[src/rtl/core/pmmq_pkg.sv]
// Package: shared types and codes of the pending message match queue.
`timescale 1ns / 1ps

package pmmq_pkg;

  localparam int unsigned COMM_W   = 6;
  localparam int unsigned RANK_W   = 16;
  localparam int unsigned TAG_W    = 15;
  localparam int unsigned HANDLE_W = 16;
  localparam int unsigned STATUS_W = 3;
  localparam int unsigned COMM_SPAN = 2 ** COMM_W;
  localparam int unsigned MASK_W   = 64;
  localparam int unsigned S_DATA_W = 56;
  localparam int unsigned M_DATA_W = 48;

  typedef enum logic {
    OP_STORE = 1'b0,
    OP_FIND  = 1'b1
  } op_e;

  typedef enum logic [STATUS_W-1:0] {
    STAT_STORED    = 3'd0,
    STAT_FOUND     = 3'd1,
    STAT_NOT_FOUND = 3'd2,
    STAT_NO_COMM   = 3'd3,
    STAT_FULL      = 3'd4
  } status_e;

  typedef struct packed {
    logic [COMM_W-1:0]   comm;
    logic [TAG_W-1:0]    tag;
    logic [RANK_W-1:0]   source;
    logic [HANDLE_W-1:0] handle;
  } entry_t;

  typedef struct packed {
    op_e                 op;
    logic [COMM_W-1:0]   comm;
    logic [RANK_W-1:0]   source;
    logic                any_source;
    logic [TAG_W-1:0]    tag;
    logic                any_tag;
    logic [HANDLE_W-1:0] handle;
  } req_t;

  typedef struct packed {
    status_e             status;
    logic [HANDLE_W-1:0] handle;
    logic [RANK_W-1:0]   source;
    logic [TAG_W-1:0]    tag;
  } res_t;

endpackage

[src/rtl/core/pmmq_engine.sv]
// Engine: entry memory, scan and compaction sequencer of the match queue.
`timescale 1ns / 1ps

module pmmq_engine #(
  parameter int unsigned QUEUE_DEPTH = 64,
  parameter int unsigned COMM_COUNT  = 64
) (
  input  logic                  clk_i,
  input  logic                  rst_ni,
  input  logic [COMM_COUNT-1:0] mask_i,
  input  logic                  req_valid_i,
  output logic                  req_ready_o,
  input  pmmq_pkg::req_t        req_i,
  output logic                  res_valid_o,
  input  logic                  res_ready_i,
  output pmmq_pkg::res_t        res_o
);

  import pmmq_pkg::*;

  localparam int unsigned IdxW = (QUEUE_DEPTH > 1) ? $clog2(QUEUE_DEPTH) : 1;
  localparam int unsigned CntW = $clog2(QUEUE_DEPTH + 1);

  typedef enum logic [3:0] {
    ST_IDLE  = 4'b0001,
    ST_SCAN  = 4'b0010,
    ST_SHIFT = 4'b0100,
    ST_DONE  = 4'b1000
  } state_e;

  state_e            state_q, state_d;
  logic [CntW-1:0]   count_q, count_d;
  logic [IdxW-1:0]   idx_q, idx_d;
  req_t              req_q;
  res_t              res_q, res_d;
  entry_t            mem_q [QUEUE_DEPTH];
  entry_t            rd_data_q;
  logic              rd_en;
  logic [IdxW-1:0]   rd_addr;
  logic              wr_en;
  logic [IdxW-1:0]   wr_addr;
  entry_t            wr_data;
  logic [COMM_SPAN-1:0] mask_ext;
  logic              hit;
  logic [CntW-1:0]   next1;
  logic [CntW-1:0]   next2;
  entry_t            new_entry;

  assign mask_ext = COMM_SPAN'(mask_i);
  assign next1 = CntW'(idx_q) + CntW'(1);
  assign next2 = CntW'(idx_q) + CntW'(2);

  assign hit = (rd_data_q.comm == req_q.comm) &&
               (req_q.any_source || (rd_data_q.source == req_q.source)) &&
               (req_q.any_tag || (rd_data_q.tag == req_q.tag));

  assign new_entry = '{comm: req_i.comm, tag: req_i.tag, source: req_i.source,
                       handle: req_i.handle};

  always_comb begin
    state_d = state_q;
    count_d = count_q;
    idx_d   = idx_q;
    res_d   = res_q;
    rd_en   = 1'b0;
    rd_addr = '0;
    wr_en   = 1'b0;
    wr_addr = '0;
    wr_data = new_entry;
    case (state_q)
      ST_IDLE: begin
        if (req_valid_i) begin
          res_d = '{status: STAT_NOT_FOUND, handle: '0, source: '0, tag: '0};
          if (req_i.op == OP_FIND) begin
            if (count_q == '0) begin
              state_d = ST_DONE;
            end else begin
              rd_en   = 1'b1;
              idx_d   = '0;
              state_d = ST_SCAN;
            end
          end else begin
            state_d = ST_DONE;
            if (!mask_ext[req_i.comm]) begin
              res_d.status = STAT_NO_COMM;
            end else if (count_q == CntW'(QUEUE_DEPTH)) begin
              res_d.status = STAT_FULL;
            end else begin
              wr_en        = 1'b1;
              wr_addr      = count_q[IdxW-1:0];
              count_d      = count_q + CntW'(1);
              res_d.status = STAT_STORED;
            end
          end
        end
      end
      ST_SCAN: begin
        if (hit) begin
          res_d = '{status: STAT_FOUND, handle: rd_data_q.handle,
                    source: rd_data_q.source, tag: rd_data_q.tag};
          if (next1 < count_q) begin
            rd_en   = 1'b1;
            rd_addr = next1[IdxW-1:0];
            state_d = ST_SHIFT;
          end else begin
            count_d = count_q - CntW'(1);
            state_d = ST_DONE;
          end
        end else if (next1 < count_q) begin
          rd_en   = 1'b1;
          rd_addr = next1[IdxW-1:0];
          idx_d   = next1[IdxW-1:0];
        end else begin
          state_d = ST_DONE;
        end
      end
      ST_SHIFT: begin
        wr_en   = 1'b1;
        wr_addr = idx_q;
        wr_data = rd_data_q;
        idx_d   = next1[IdxW-1:0];
        if (next2 < count_q) begin
          rd_en   = 1'b1;
          rd_addr = next2[IdxW-1:0];
        end else begin
          count_d = count_q - CntW'(1);
          state_d = ST_DONE;
        end
      end
      ST_DONE: begin
        if (res_ready_i) begin
          state_d = ST_IDLE;
        end
      end
      default: begin
        state_d = ST_IDLE;
      end
    endcase
  end

  always_ff @(posedge clk_i or negedge rst_ni) begin
    if (!rst_ni) begin
      state_q <= ST_IDLE;
      count_q <= '0;
    end else begin
      state_q <= state_d;
      count_q <= count_d;
    end
  end

  always_ff @(posedge clk_i) begin
    idx_q <= idx_d;
    res_q <= res_d;
    if (req_valid_i && req_ready_o) begin
      req_q <= req_i;
    end
  end

  always_ff @(posedge clk_i) begin
    if (wr_en) begin
      mem_q[wr_addr] <= wr_data;
    end
    if (rd_en) begin
      rd_data_q <= mem_q[rd_addr];
    end
  end

  assign req_ready_o = (state_q == ST_IDLE);
  assign res_valid_o = (state_q == ST_DONE);
  assign res_o       = res_q;

endmodule

[src/rtl/core/pending_message_match_queue.sv]
// Top level: stream ports, communicator mask register and result register.
`timescale 1ns / 1ps

// Queue of pending messages in arrival order, held in a single-port-read
// memory of QUEUE_DEPTH entries. A find reads one entry per cycle from the
// oldest; a match at position k of n entries then moves the n-k-1 later
// entries up one place, one per cycle, through the one memory read port.
// A new item is taken once the previous one has reached the result
// register. The memory needs no clearing after reset.
module pending_message_match_queue #(
  parameter int unsigned QUEUE_DEPTH = 64,
  parameter int unsigned COMM_COUNT  = 64
) (
  input  logic                           clk_i,
  input  logic                           rst_ni,
  input  logic                           cfg_we_i,
  input  logic [pmmq_pkg::MASK_W-1:0]    cfg_wdata_i,
  input  logic                           s_axis_tvalid_i,
  output logic                           s_axis_tready_o,
  // comm_index, source_rank, any_source, msg_tag, any_tag, msg_handle, pad
  input  logic [pmmq_pkg::S_DATA_W-1:0]  s_axis_tdata_i,
  // op
  input  logic [0:0]                     s_axis_tuser_i,
  output logic                           m_axis_tvalid_o,
  input  logic                           m_axis_tready_i,
  // found_handle, found_source, found_tag, pad
  output logic [pmmq_pkg::M_DATA_W-1:0]  m_axis_tdata_o,
  // status
  output logic [pmmq_pkg::STATUS_W-1:0]  m_axis_tuser_o
);

  import pmmq_pkg::*;

  logic [COMM_COUNT-1:0] mask_q;
  req_t                  req;
  res_t                  res;
  logic                  res_valid;
  logic                  res_ready;
  logic                  out_valid_q;
  res_t                  out_q;

  assign req.op         = op_e'(s_axis_tuser_i[0]);
  assign req.comm       = s_axis_tdata_i[5:0];
  assign req.source     = s_axis_tdata_i[21:6];
  assign req.any_source = s_axis_tdata_i[22];
  assign req.tag        = s_axis_tdata_i[37:23];
  assign req.any_tag    = s_axis_tdata_i[38];
  assign req.handle     = s_axis_tdata_i[54:39];

  always_ff @(posedge clk_i or negedge rst_ni) begin
    if (!rst_ni) begin
      mask_q <= '0;
    end else if (cfg_we_i) begin
      mask_q <= cfg_wdata_i[COMM_COUNT-1:0];
    end
  end

  pmmq_engine #(
    .QUEUE_DEPTH (QUEUE_DEPTH),
    .COMM_COUNT  (COMM_COUNT)
  ) u_engine (
    .clk_i       (clk_i),
    .rst_ni      (rst_ni),
    .mask_i      (mask_q),
    .req_valid_i (s_axis_tvalid_i),
    .req_ready_o (s_axis_tready_o),
    .req_i       (req),
    .res_valid_o (res_valid),
    .res_ready_i (res_ready),
    .res_o       (res)
  );

  assign res_ready = !out_valid_q || m_axis_tready_i;

  always_ff @(posedge clk_i or negedge rst_ni) begin
    if (!rst_ni) begin
      out_valid_q <= 1'b0;
    end else if (res_ready) begin
      out_valid_q <= res_valid;
    end
  end

  always_ff @(posedge clk_i) begin
    if (res_valid && res_ready) begin
      out_q <= res;
    end
  end

  assign m_axis_tvalid_o = out_valid_q;
  assign m_axis_tdata_o  = {1'b0, out_q.tag, out_q.source, out_q.handle};
  assign m_axis_tuser_o  = out_q.status;

`ifndef SYNTHESIS
  a_busy_after_transfer: assert property (@(posedge clk_i) disable iff (!rst_ni)
    (s_axis_tvalid_i && s_axis_tready_o) |=> !s_axis_tready_o)
    else $error("input taken again while an item is in work");

  a_zero_unless_found: assert property (@(posedge clk_i) disable iff (!rst_ni)
    (m_axis_tvalid_o && (m_axis_tuser_o != STAT_FOUND)) |-> (m_axis_tdata_o == '0))
    else $error("result fields not zero on a non-found status");

  a_result_loaded: assert property (@(posedge clk_i) disable iff (!rst_ni)
    (res_valid && res_ready) |=> m_axis_tvalid_o)
    else $error("finished result not presented");
`endif

endmodule

[config.mk]
export PLATFORM = sky130hd
export DESIGN_NAME = pending_message_match_queue
export DESIGN_NICKNAME = d
export VERILOG_FILES = /design/src/rtl/core/pmmq_pkg.sv /design/src/rtl/core/pmmq_engine.sv /design/src/rtl/core/pending_message_match_queue.sv
export SDC_FILE = /design/constraint.sdc
export NUM_CORES = 2
export LEC_CHECK = 0
export BUFFER_PORTS_ARGS = -buffer_cell sky130_fd_sc_hd__buf_4
export CAP_MARGIN = 20
export CORE_UTILIZATION = 56
export DETAILED_ROUTE_END_ITERATION = 10
export PLACE_DENSITY = 0.72
export RECOVER_POWER = 25
export SYNTH_ARGS = -nofsm -noshare
export SYNTH_HDL_FRONTEND = slang
export SYNTH_SLANG_ARGS = --single-unit
export TNS_END_PERCENT = 30
[constraint.sdc]
create_clock -name clk_i -period 10.95 [get_ports clk_i]
set_clock_uncertainty 0.1 [all_clocks]
set_input_delay 0 -clock clk_i [delete_from_list [all_inputs] [get_ports clk_i]]
set_output_delay 0 -clock clk_i [all_outputs]
set_load 0.05 [all_outputs]
=== Word-level counts from Yosys, hierarchy flattened ===
Memories as Yosys holds them, arrays and structs flattened. A register that Yosys moved wholly into a read port is not among the register bits.
Index checks and enable logic that the tools add are counted.

* Register bits: 221
* RAM bits: 3392
* Input port bits: 126
* Output and inout port bits: 53
* Word-level logic and storage cells: 115
* Memories kept: 1

* Add/sub/neg operators: 4
* Magnitude comparators: 3
* Eq/ne operators: 21
* Multiplexer cells: 53
* Reduce and logical (&&, ||, !) cells: 15

{| class="wikitable"
|+ Memories
! name !! words !! width !! read ports !! clocked after memory_dff !! write ports !! RTL line !! source
|-
| u_engine.mem_q || 64 || 53 || 1 || 1 || 1 || pmmq_engine.sv:36 || <nowiki>entry_t mem_q [QUEUE_DEPTH];</nowiki>
|}

{| class="wikitable"
|+ Operators with widths
! cell !! number
|-
| $mux 50 || 2
|-
| $pmux 50 s2 || 1
|-
| $mux 6 || 11
|-
| $mux 53 || 1
|-
| $mux 7 || 7
|-
| $mux 4 || 8
|-
| $pmux 6 s2 || 2
|-
| $pmux 7 s3 || 1
|-
| $ne 2x2->1 const B || 9
|-
| $pmux 6 s3 || 1
|-
| $eq 16x16->1 || 1
|-
| $pmux 4 s4 || 1
|-
| $eq 15x15->1 || 1
|-
| $lt 7x7->1 || 2
|-
| $mux 1 || 12
|-
| $mux 3 || 3
|-
| $reduce_and 8->1 || 1
|-
| $add 6x1->7 const B || 1
|-
| $add 6x2->7 const B || 1
|-
| $add 7x1->7 const B || 1
|-
| $eq 7x7->1 const B || 1
|-
| $logic_not 7->1 || 1
|-
| $lt 6x7->1 const B || 1
|-
| $sub 7x1->7 const B || 1
|-
| other kinds (18) || 25
|}

=== Logic depth before layout (Yosys ltp) ===
* Word-level depth: 8
* Gate-level depth with buffers: 18
* Gate-level depth less buffers: 14

=== Modules after synthesis ===
Synthesis repeated with hierarchy kept, for this count alone.

* Cells, all modules: 6230
* Area, all modules: 139533.8 µm²

{| class="wikitable"
|+ By module, submodules not included
! module !! instances !! cells each !! area each (µm²) !! seq. area each (µm²)
|-
| pmmq_engine || 1 || 6039 || 135298.5 || 106578.5
|-
| pending_message_match_queue || 1 || 191 || 4235.3 || 3128.0
|}

=== Worst setup path before layout ===
OpenSTA, ideal clock, no wires.

* Kind: reg-to-reg
* Start point: register u_engine.state_q[0]
* End point: memory u_engine.mem_q[32][0] (netlist bit) (enable)
* Library setup time: 0.529 ns
* Arrival time: 6.756 ns
* Data required time: 10.321 ns
* Setup slack: 3.565 ns
* Stages on the path, launching flop included: 11
* Buffers on the path: 2
* Clock period less this slack: 7.385 ns
* Cell sequence: dfstp_2 -> nand3b_1 -> inv_1 -> and2_1 -> and3b_1 -> buf_2 -> buf_6 -> nand2_1 -> o22ai_1 -> nand2_1 -> nor3_1

* Cells in the longest elaborated chain, start to end: 4
* Elaborated cells between the ends (all ways): 6
* Those cells by class: eq/ne (2); mux (4)

{| class="wikitable"
|+ RTL lines
! item !! RTL line !! source
|-
| from (decl) || pmmq_engine.sv:31 || <nowiki>state_e state_q, state_d;</nowiki>
|-
| from (signal assigned) || pmmq_engine.sv:146 || <nowiki>state_q <= state_d;</nowiki>
|-
| $eq 4x1->1 * || n/a ||
|-
| net s_axis_tready_o || pending_message_match_queue.sv:19 || <nowiki>output logic s_axis_tready_o,</nowiki>
|-
| $pmux 1 s2 || pmmq_engine.sv:70 || <nowiki>case (state_q)</nowiki>
|-
| $mux 1 || pmmq_engine.sv:160 || <nowiki>if (wr_en) begin</nowiki>
|-
| $mux 1 (implied by the code) || pmmq_engine.sv:161 || <nowiki>mem_q[wr_addr] <= wr_data;</nowiki>
|-
| to (decl) || pmmq_engine.sv:36 ||
|}

Mark *: on every way through the listed nets, which the timed path passes. The rest lies on a longest branch.

=== Final worst setup path ===
* Start point: register u_engine.state_q[1]
* End point: register, netlist name u_engine.rd_data_q[5]

* Cells in the longest elaborated chain, start to end: 2
* Elaborated cells between the ends (all ways): 5
* Those cells by class: eq/ne (3); mux (2)

{| class="wikitable"
|+ RTL lines
! item !! RTL line
|-
| $eq 4x3->1 (tied with other cells) || pmmq_engine.sv:70
|-
| $pmux 1 s3 or $pmux 6 s2 (tied branches) || pmmq_engine.sv:70
|}

Parallel ways exist; a longest one is shown, timed or not.
A chain may end at the register's enable or synchronous reset.

==> impl_metrics.toml <==
[worst_setup_path]
worstPathRequired_ps = 11600
critPathKind = "register to register"
cp-end-kind = "register"
rr_endpoint = "u_engine.rd_data_q[5]$_DFFE_PP_"
reg2reg_slack_ps = 3490
crit_arrival_ps = 8110
critPathMaxFanout = 35
crit_start = "u_engine.state_q[1]$_DFFE_PN0P_"
reg2reg_depth = 11
cp-start-kind = "register"
r2r_start = "u_engine.state_q[1]$_DFFE_PN0P_"

[synth]
seq_area_frac_synth_pct = 76.6
synth_top_area_share_pct = 75.3
yosysTopAreaCell = "edfxtp_1"
synth-seq-cells = 3666
synth_nets = 11100
syn-cell-area_sq_um = 143000
synth.avg_cell_area_sq_um = 13.1
ys.flop_type = "edfxtp_1"
synth_edf_count = 3590
synthArstFlopShare_pct = 2.07
synth_cell_type_count = 66
yosys_warnings = 0
synth_cells = 10900
synth.area.top_cells = "edfxtp_1, nand2_1, nand3_1, nand4_1, dfrtp_1"

[grt]
grt_pass1_wl_mm = 636
first_global_vias = 91300
grt.overflow.total = 0
grt_max_degree = 218
antenna_found_initial = 21
grt_usage_pct = 34.6

[pwr]
p_per_area_nw_per_um2 = 191
p_leak_nw = 55.1
vdd_drop_max_uv = 208

[finish]
final_util_pct = 64.0
drive_above_1_share_pct = 8.40
fin_cells = 15000
area_delta_synth_final_pct = 13.6
final_nets = 11500

[floorplan]
rows = 185
start_util_pct = 56.4
ioPinCount = 179
dieArea_sq_um = 258000
die_x_microns = 508
core_sq_um = 254000
die_h_microns = 508

[cts]
post-cts-setup-buffers = 0
clk_latency_ps = 1020
cts_buffers = 372
ctsHtreeMaxLevel = 5
numClockSinks = 3666
cts_tree = "built"
clockBufferDepth = 4
root_buffer = "clkbuf_16"
clk_pin_slew_ps = 60

[timing]
finalSetupViolations = 0
rsz0062_at_grt = "false"
tns_ps = 0
tightestPinTransition_ps = 4930
min_period_over_period_pct = 68.1
final.min_clock_period_ps = 7460
max_freq_mhz = 134
whs_ps = 72.2
drv_slew = 1842
hold_viol = 0
maxSlewHeadroom_pct = -229

[detailed_routing]
via_count = 96900
postRouteAntennaNets = 0
drc = 0
vias_per_cell = 6.46
wl_mm = 452
drt_iter0_markers = 17400
dr.pass1.iters = 10
wire_per_inst_microns = 30.1

[placement]
gp_congestion = 0.890
hpwl_mm = 224
portBuffers = 176
placed_cells = 14100

[min_path]
hp-start = "s_axis_tvalid_i"
hp-class = "input port to register"
min_path_cells = 6
min_to = "u_engine.count_q[2]$_DFFE_PN0P_"

[outcome]
status = "complete, but fails checks"
failed_checks = "max-capacitance violations, max-slew violations"

[flow_run]
maxCapViolCount = 31
## synth_stat cells (2+ instances only)
master,count
a21o_1,8
ha_1,19
nor3_1,8
a31oi_1,215
o21bai_1,2
nand4_1,355
dfrtp_1,75
nand3_1,1895
o22ai_1,3
inv_1,21
buf_2,229
xor2_1,22
or4b_4,2
nor2b_1,4
o21ai_1,5
a22o_1,3
nand3b_1,3
or4_1,20
clkbuf_1,397
a2bb2oi_1,2
o21ai_0,19
nand2_1,3600
and2_1,54
o32ai_2,2
buf_4,2
a22oi_2,2
o2111ai_1,2
xnor2_1,29
a21oi_1,32
edfxtp_1,3590
mux4_2,19
buf_1,35
mux2_2,66
o221ai_1,2
a22oi_1,7
o211ai_1,5
a221oi_1,3
a32oi_1,7
or3_1,33
nand2b_1,7
nor4_1,5
o32ai_1,3
nor2_1,92
buf_6,5
mux2i_1,4
## cells in the final DEF, fill, tap and decap left out, types with 5 or more instances in the layout
cell / synthesis / routed
a21o_1: 8 / 7
a21oi_1: 32 / 32
a22oi_1: 7 / 7
a31oi_1: 215 / 215
a32oi_1: 7 / 7
and2_0: 0 / 33
and2_1: 54 / 17
buf_12: 0 / 16
buf_16: 0 / 5
buf_4: 2 / 279
bufinv_16: 0 / 24
clkbuf_1: 397 / 199
clkbuf_16: 0 / 379
clkbuf_4: 0 / 10
clkinv_1: 0 / 80
clkinv_2: 0 / 56
clkinvlp_4: 0 / 11
dfrtp_1: 75 / 75
diode_2: 0 / 15
dlygate4sd3_1: 0 / 292
edfxtp_1: 3590 / 3590
ha_1: 19 / 19
inv_1: 21 / 21
inv_6: 0 / 5
mux2_2: 66 / 62
mux4_2: 19 / 19
nand2_1: 3600 / 3599
nand2b_1: 7 / 7
nand3_1: 1895 / 1893
nand4_1: 355 / 355
nor2_1: 92 / 28
nor2_4: 0 / 65
nor4_1: 5 / 5
o211ai_1: 5 / 5
o21ai_0: 19 / 18
or3_1: 33 / 33
or4_1: 20 / 20
xnor2_1: 29 / 28
xor2_1: 22 / 22
## worst max path at each step
| stage | to | cells after the start |
|---|---|---|
| 2_1_floorplan | u_engine.mem_q[32][0]$_DFFE_PP_ | 10 |
| 3_3_place_gp | u_engine.rd_data_q[20]$_DFFE_PP_ | 16 |
| 3_5_place_dp | u_engine.rd_data_q[20]$_DFFE_PP_ | 16 |
| 4_1_cts | u_engine.rd_data_q[20]$_DFFE_PP_ | 16 |
| 5_1_grt | u_engine.rd_data_q[22]$_DFFE_PP_ | 16 |
| 6_report | u_engine.rd_data_q[5]$_DFFE_PP_ | 11 |
## per-layer routing
metal | vias up | track usage, % | share of wire [%]
met5 | - | 0 | 0.022
met4 | 16 | 22.0 | 7.3
met3 | 1546 | 8.94 | 14
met2 | 7752 | 51.9 | 44
met1 | 47100 | 45.4 | 34
li1 | 40500 | - | -
## metrics by stage
| step | setup slack [ps] | power (mW) | area (sq um) |
|---|---|---|---|
| floorplan | 3570 | 17.9 | 143000 |
| global placement | 4210 | 19.0 | 149000 |
| detailed placement | 4190 | 19.1 | 149000 |
| CTS | 4180 | 31.0 | 163000 |
| global route | 3650 | 31.8 | 163000 |
| finish | 3490 | 31.1 | 163000 |
## power breakdown
| group | switching (mW) | total [mW] | leakage [nW] | internal, mW |
|---|---|---|---|---|
| Combinational | 2.14 | 2.86 | 16.3 | 0.721 |
| Clock | 5.21 | 12.1 | 5.55 | 6.90 |
| Sequential | 0.250 | 16.1 | 33.2 | 15.9 |
## worst max-delay path, stage by stage (launching register included)
cell      delay [ps]
dfrtp_1          430
nor4b_1          450
clkbuf_1        2050
nor2_1           660
inv_1            520
nand2_1          180
a21oi_1          720
nor2_4           420
buf_4            590
nand3_1          210
nand4_1          210
or4_1            640
## flip-flops by register name (all words and copies together), names as in the netlist
name                count
u_engine.mem_q       3392
u_engine.res_o         50
u_engine.req_q         39
mask_q                 64
u_engine.state_q        4
u_engine.idx_q          6
u_engine.count_q        7
m_axis_tuser_o          3
m_axis_tdata_o         47
u_engine.rd_data_q     53
m_axis_tvalid_o         1
## layout make-up
type / instances / area (sq um)
Multi-Input combinational cell: 6579 / 31300
Timing Repair Buffer: 718 / 5990
Sequential cell: 3666 / 110000
Clock buffer: 466 / 9840
Clock inverter: 185 / 1550
Tap cell: 3366 / 4210
Inverter: 21 / 78.8
Fill cell: 17800 / 91500
Antenna cell: 15 / 37.5
## cell families (layout without fill, tap and decap cells)
group / after synthesis / in the layout / share of synthesized area [%]
DFF: 3666 / 3666 / 76.6
buffers and inverters: 689 / 1390 / 2.04
xor gates and xnor gates: 51 / 51 / 0.312
AOI/OAI and AO/OA: 333 / 333 / 1.51
muxes: 89 / 89 / 0.846
adders and majority gates: 20 / 20 / 0.180
other: 1 / 16 / 0.00262
and+or+nand+nor: 6085 / 6085 / 18.5
## what timing repair did
| action | CTS | global route |
|---|---|---|
| resized for setup | 0 | 0 |
| hold buffers | 293 | 0 |
| hold endpoints to repair | 3283 | 0 |
No activity file was read; power rests on OpenSTA's default activity.
